**src/rtl/limit_order_book_macros.svh**
```systemverilog
// assertion macros for the limit order book
`ifndef LIMIT_ORDER_BOOK_MACROS_SVH
`define LIMIT_ORDER_BOOK_MACROS_SVH
`ifndef NO_ASSERTIONS
// same-cycle implication, checked on every rising clock outside reset
`define LOB_ASSERT_IMP(lbl, ante, cons, msg) \
   lbl: assert property (@(posedge clock) disable iff (reset) (ante) |-> (cons)) \
      else $error(msg);
// next-cycle implication
`define LOB_ASSERT_NXT(lbl, ante, cons, msg) \
   lbl: assert property (@(posedge clock) disable iff (reset) (ante) |=> (cons)) \
      else $error(msg);
`else
`define LOB_ASSERT_IMP(lbl, ante, cons, msg)
`define LOB_ASSERT_NXT(lbl, ante, cons, msg)
`endif
`endif

```
**src/rtl/lob_ram.sv**
```systemverilog
// generic single-write, single-read synchronous ram with registered read data
module lob_ram #(
   parameter int WIDTH = 8,
   parameter int DEPTH = 2
) (
   input  logic                     clock,
   input  logic                     we,
   input  logic [$clog2(DEPTH)-1:0] waddr,
   input  logic [WIDTH-1:0]         wdata,
   input  logic [$clog2(DEPTH)-1:0] raddr,
   output logic [WIDTH-1:0]         rdata
);

   logic [WIDTH-1:0] mem [DEPTH];

   always_ff @(posedge clock) begin
      if (we) begin
         mem[waddr] <= wdata;
      end
      rdata <= mem[raddr];
   end

endmodule

```
**config.mk**
```make
export PLATFORM = sky130hd
export DESIGN_NAME = lob_ram
export DESIGN_NICKNAME = d
export VERILOG_FILES = /design/src/rtl/limit_order_book_macros.svh /design/src/rtl/lob_ram.sv
export SDC_FILE = /design/constraint.sdc
export NUM_CORES = 1
export LEC_CHECK = 0
export BUFFER_PORTS_ARGS = -buffer_cell sky130_fd_sc_hd__buf_2
export CORE_AREA = 2 2 42 44
export CTS_BUF_LIST = sky130_fd_sc_hd__clkbuf_4 sky130_fd_sc_hd__clkbuf_8 sky130_fd_sc_hd__clkbuf_16
export CTS_CLUSTER_DIAMETER = 120
export CTS_CLUSTER_SIZE = 14
export DETAILED_ROUTE_END_ITERATION = 10
export DIE_AREA = 0 0 44 46
export GPL_ROUTABILITY_DRIVEN = 0
export PLACE_DENSITY = 0.88
export SYNTH_ARGS = -nofsm -noshare
export SYNTH_HDL_FRONTEND = slang
export SYNTH_SLANG_ARGS = --single-unit
```
**constraint.sdc**
```tcl
create_clock -name clock -period 2.4 [get_ports clock]
set_input_delay 0.12 -clock clock [delete_from_list [all_inputs] [get_ports clock]]
set_output_delay 0.12 -clock clock [all_outputs]
set_load 0.02 [all_outputs]
```
* Word level (Yosys, flattened, before mapping)
Memory sizes are Yosys's and may differ from the RTL's. A register that Yosys moved wholly into a read port is not among the register bits. Cells that the tools add are included.
Word-level totals: bits in registers 0, latch bits 0, bits in writable memories 16, ROM bits 0, input port bits 12, output and inout bits 8, memories 1
Cells by class: $add $sub $neg 0, multipliers 0, divide/modulo/power cells 0, order comparisons 0, equal/unequal tests 0, shift operators 0, mux-type cells 2, bitwise gates (word level) 0, reductions and logical operators 0
Memory list:
- mem | words 2, bits a word 8, rd ports 1, clocked after memory_dff 1, write ports 1, RTL line lob_ram.sv:14 | logic [WIDTH-1:0] mem [DEPTH];
Operators by type and width (number):
- 1-bit 2-to-1 mux | 2

* Longest topological paths before layout
Gate-level depths: netlist of run 1.
word-level depth 2, gate-level depth with buffers 2, mapped depth without buffers 1

* Worst setup path after synthesis of run 1
OpenSTA, ideal clock, no wires.
path kind in2reg, start point in we, end point mem mem[0][0] (enable), library setup time 0.373 ns, data arrival time 0.540 ns, setup slack 1.487 ns, stages 1, path buffers 0, path through nor2b_1
Between the ends: word-level cells in the longest chain between the ends 2
RTL lines:
- from (decl) | RTL line lob_ram.sv:7 | input logic we,
- 1-bit 2-to-1 mux | RTL line lob_ram.sv:17 | if (we) begin
- 1-bit 2-to-1 mux (implied by the code) | RTL line lob_ram.sv:18 | mem[waddr] <= wdata;
- to (decl) | RTL line lob_ram.sv:14
Every way passes these cells.

* Worst setup path in the final report of run 1
start point reg rdata[5] (read register of mem), end point out rdata[5]
RTL lines:
- from (decl) | RTL line lob_ram.sv:11 | output logic [WIDTH-1:0] rdata
No word-level cell between the ends.

==> results of run 1 <==
per-stage QoR:
stage          std cells  instance area [um^2]  util [%]  power, uW  hold WS [ps]
6_report              82                   996      61.7        728           236
5_1_grt               82                   996      61.7        756           233
3_3_place_gp          70                   890      55.1        555           311
4_1_cts               81                   986      61.1        733          1.39
3_5_place_dp          70                   890      55.1        560           313
2_1_floorplan         35                   785         -        534           219
synthesized netlist by cell type:
cell type,instances,area [um^2]
edfxtp_1,16,480
dfxtp_1,8,160
mux2_4,8,120
and2_1,1,6.26
buf_6,1,11.3
nor2b_1,1,6.26
worst paths after layout:
check | end | slack, ps | cells past startpoint | startpoint
setup reg to reg | rdata[7] | 1640 | 1 | mem[0][7]
hold / removal | rdata[0] | 240 | 2 | raddr
hold reg to reg | rdata[2] | 480 | 1 | mem[0][2]
setup / recovery | rdata[5] | 1500 | 1 | rdata[5]
final cells by class:
type,count,area [um^2]
Clock buffer,3,22.5
Clock inverter,1,3.75
Fill cell,120,618
Multi-Input combinational cell,10,133
Sequential cell,24,641
Tap cell,17,21.3
Timing Repair Buffer,27,175
state kept, by name, indices dropped and copies added (netlist names):
| name | cells |
|---|---|
| mem | 16 |
| rdata | 8 |
power breakdown:
group / switching, uW / internal [uW] / total (uW)
logic: 36.8 / 41.7 / 78.5
clock network: 108 / 60.6 / 169
registers: 7.40 / 473 / 481
total: 152 / 575 / 728
cell families (layout without fill, tap and decap cells):
kind of cell           Yosys count  count (layout)  synth area share (%)
buffers and inverters            1              31                  1.44
and+or+nand+nor                  2               2                  1.60
DFF                             24              24                  81.7
muxes                            8               8                  15.3
per-layer routing:
layer	wire, um	vias to the layer above	GRT usage [%]
li1	-	191	-
met5	0	-	0
met2	569	18	20.9
met1	392	183	11.0
met4	10	0	7.27
met3	66	2	2.38
timing repair:
item	CTS	global route
setup endpoints to repair	0	0
gates resized for setup	0	0
endpoints found under the hold margin	13	2
hold buffers	7	1
==> flow_metrics.tcl, run 1 <==
set metrics [dict create \
    die_y_um 46 \
    clkSlewWorstSetupHoldPaths_ps 120 \
    core-area_um2 1610 \
    clock-root-buffer "clkbuf_4" \
    hold_viol 0 \
    core.rowCount 15 \
    critPathKind "flop to primary output" \
    seq_area_frac_synth_pct 81.7 \
    wirelength_um 1040 \
    wl_per_cell_um 12.7 \
    rsz0062_at_grt "no" \
    crit_required_ps 2280 \
    worstPathMaxFanout 1 \
    worstMarginPinSlew_ps 676 \
    overflow 0 \
    firstDrtPassIters 4 \
    vias 394 \
    mostFrequentLayoutCell "buf_2" \
    worstHoldPathType "input pin to flop" \
    power_density_nw_per_um2 731 \
    maxCapViolCount 0 \
    syn_area_um2 785 \
    cts_buffer_depth 2 \
    cp-end-kind "primary output" \
    clk_latency_ps 300 \
    status "finished, final reports clean" \
    ys_ff_latch 24 \
    syn_inst 35 \
    critPathBufInv 1 \
    antenna_found_initial 0 \
    worst_slack_ps 1500 \
    syn_nets 47 \
    synth.avg_cell_area_um2 22.4 \
    dieArea_um2 2020 \
    area_growth_pct 27.0 \
    nNetsFinal 78 \
    drtIter0Drc 7 \
    crit_path_max_incr_delay_ps 330 \
    min_period_over_period_pct 37.7 \
    grt_max_degree 14 \
    slew_violations 0 \
    final_cell_mix "buf_2, edfxtp_1, mux2_4, dlygate4sd3_1, dfxtp_1" \
    path_delay_family "flip-flops" \
    first_global_vias 383 \
    h-tree-depth 1 \
    grt_usage_pct 11.1 \
    fin_tns_setup_ps 0 \
    finalClockSkew_ps 6.62 \
    pre_cts_slack_ps 1240 \
    irDropWorstVdd_mv 0.504 \
    vias_per_cell 4.80 \
    critPathArrivalTime_ps 780 \
    insertedDiodeCount 0 \
    ant_nets 0 \
    cpMaxStageDelayCell "dfxtp_1" \
    cts-buffers-inserted 3 \
    cts_setup_buffers 0 \
    cp-start-kind "flop" \
    io_buffers 19 \
    drc_errors 0 \
    cts_tree "yes" \
    clock_sinks 24 \
    grt_pass1_wl_um 1520 \
    max_freq_ghz 1.11 \
    relSlewSlack_pct 54.9 \
    yosysUniqueCellTypes 6 \
    cp_cell_sequence "buf_2" \
    finalSetupViolCount 0 \
    synth_warnings 0 \
    initial_core_util_pct 48.6 \
    ios 20 \
    p_leak_uw 0.000412 \
    post_route_cells_drive_above_1_share_pct 46.2 \
    finalCriticalPeriod_ps 905 \
    die_w_um 44 \
]
No activity file was read; power rests on OpenSTA's default activity.
==> run 2: changes to the inputs <==
- ABC_AREA: unset -> 1
- CORE_AREA: 2 2 42 44 -> 2 2 43 45
- DIE_AREA: 0 0 44 46 -> 0 0 45 47
- PLACE_DENSITY: 0.88 -> 0.84
- clock period: 2.4 -> 0.9 ns (I/O delays scaled with it)
==> run 2 against run 1 <==
  * Hold slack lost 190 ps
  * Combinational power grew 140%
  * Sequential cell count is the same
  * Synthesized cell count grew 54%
  * Non-clock buffer count grew 1
  * Cell count grew 23%
  * Routed wire length grew 14%
  * Clock skew shrank 4.2 ps
  * Largest cell class unchanged
  * Highest routed layer unchanged
==> flow_metrics.tcl, run 2 <==
set metrics [dict create \
    worstPathMaxFanout 1 \
    synth.avg_cell_area_um2 14.1 \
    yosysMostFrequentCell "nand2_1" \
    max_freq_ghz 1.17 \
    hold_viol 0 \
    vias 452 \
    drc_errors 0 \
    relSlewSlack_pct 80.7 \
    critPathArrivalTime_ps 810 \
    grt_max_degree 13 \
    core.rowCount 15 \
    path_delay_family "flip-flops" \
    ys_ff_latch 24 \
    grt_pass1_wl_um 1710 \
    clkSlewWorstSetupHoldPaths_ps 110 \
    synth_warnings 0 \
    ys_top_cells_by_count "nand2_1, edfxtp_1, dfxtp_1" \
    die_w_um 45 \
    clock_sinks 24 \
    ys.flop_type "edfxtp_1" \
    post_route_cells_drive_above_1_share_pct 28.6 \
    die_y_um 47 \
    ant_nets 0 \
    synthArstFlopShare_pct 0 \
    core-area_um2 1650 \
    utilization_pct 59.1 \
    dpl.hpwl_um 725 \
    critPathKind "flop to primary output" \
    reg_top3 "mem (16), rdata (8)" \
    cp-end-kind "primary output" \
    fin_tns_setup_ps 0 \
    synth_edf_count 16 \
    crit_required_ps 850 \
    finalSetupViolCount 0 \
    nNetsFinal 98 \
    yosysUniqueCellTypes 7 \
    insertedDiodeCount 0 \
    regMostFlops "mem" \
    largest_reg_flops 16 \
    ios 20 \
    reg2reg_setup_slack_ps 290 \
    min_period_over_period_pct 94.6 \
    finalCriticalPeriod_ps 851 \
    initial_core_util_pct 46.1 \
    seq_area_frac_synth_pct 84.2 \
    power_density_nw_per_um2 1950 \
    first_global_vias 427 \
    worstHoldPathType "input pin to flop" \
    p_leak_uw 0.000438 \
    cp-start-kind "flop" \
    hold_ws_ps 50.6 \
    cpMaxStageDelayCell "dfxtp_1" \
    synth_top_area_cell "edfxtp_1" \
    nFillCells 129 \
    irDropWorstVdd_mv 0.945 \
    io_buffers 19 \
    h-tree-depth 1 \
    maxCapViolCount 0 \
    antenna_found_initial 0 \
    drtIter0Drc 5 \
    clk_latency_ps 310 \
    cp_cell_sequence "buf_2" \
    critPathBufInv 1 \
    rsz0062_at_grt "no" \
    mostFrequentLayoutCell "nand2_1" \
    clock-root-buffer "clkbuf_4" \
    grt_usage_pct 12.9 \
    finalClockSkew_ps 2.40 \
    cts_tree "yes" \
    wl_per_cell_um 11.7 \
    dieArea_um2 2120 \
    cts_buffer_depth 2 \
    crit_path_max_incr_delay_ps 340 \
    place_inst 90 \
    cts_hold_buf 8 \
    wirelength_um 1180 \
    cts_setup_buffers 0 \
    syn_area_um2 761 \
    ctsResizeCount 0 \
    overflow 0 \
    cts-buffers-inserted 3 \
    syn_nets 66 \
    vias_per_cell 4.48 \
    synth_top_area_share_pct 63.2 \
    status "finished, final reports clean" \
    stdcell_count 101 \
    area_growth_pct 28.3 \
    final_cell_mix "nand2_1, buf_2, edfxtp_1" \
    firstDrtPassIters 2 \
    syn_inst 54 \
    ys_top_cells_by_area "edfxtp_1, dfxtp_1, nand2_1" \
    slew_violations 0 \
    worstMarginPinSlew_ps 289 \
]
[run 2: area by class of cell]
class | count | area, um^2 | share of cell area [%]
Sequential cell | 24 | 641 | 65.6
Timing Repair Buffer | 28 | 183 | 18.7
Multi-Input combinational cell | 26 | 97.6 | 10.0
Clock buffer | 3 | 22.5 | 2.31
Tap cell | 17 | 21.3 | 2.18
Inverter | 3 | 11.3 | 1.15
[run 2: metal layers]
layer | share of wire, % | track usage, % | up-vias
met5 | 0 | 0 | -
met4 | 3.5 | 12.4 | 0
met3 | 3.9 | 3.46 | 4
met2 | 55 | 22.9 | 12
met1 | 37 | 11.7 | 202
li1 | - | - | 234
[run 2: worst paths after layout]
check	depth (start not counted)	start	endpoint
max	1	rdata[6]	rdata[6]
min	3	raddr	rdata[3]
max reg2reg	2	mem[1][2]	rdata[2]
min reg2reg	2	mem[0][5]	rdata[5]
[run 2: where the power goes]
group | leakage, uW | internal, uW | switching (uW)
registers | 0.000218 | 1260 | 17.2
clock network | 0.0000138 | 157 | 275
logic | 0.000207 | 79.5 | 110
[run 2: metrics by stage]
step                      instance area [um^2]  power [uW]  worst slack [ps]
after floorplan                            761        1400              95.1
after detailed placement                   873        1470               157
final                                      976        1900              48.6
after global placement                     873        1460               182
after global routing                       976        1970              15.7
after CTS                                  976        1920              23.5
[run 2: cells by family (layout without fill, tap and decap cells)]
family | count (synthesis) | after routing | synth area share [%]
AND/OR/NAND/NOR | 26 | 26 | 12.8
flip-flops | 24 | 24 | 84.2
buffers and inverters | 4 | 34 | 2.96
[run 2: worst min-delay path: stages]
cell and delay, ps:
buf_2 160, nand2_1 70, nand2_1 50
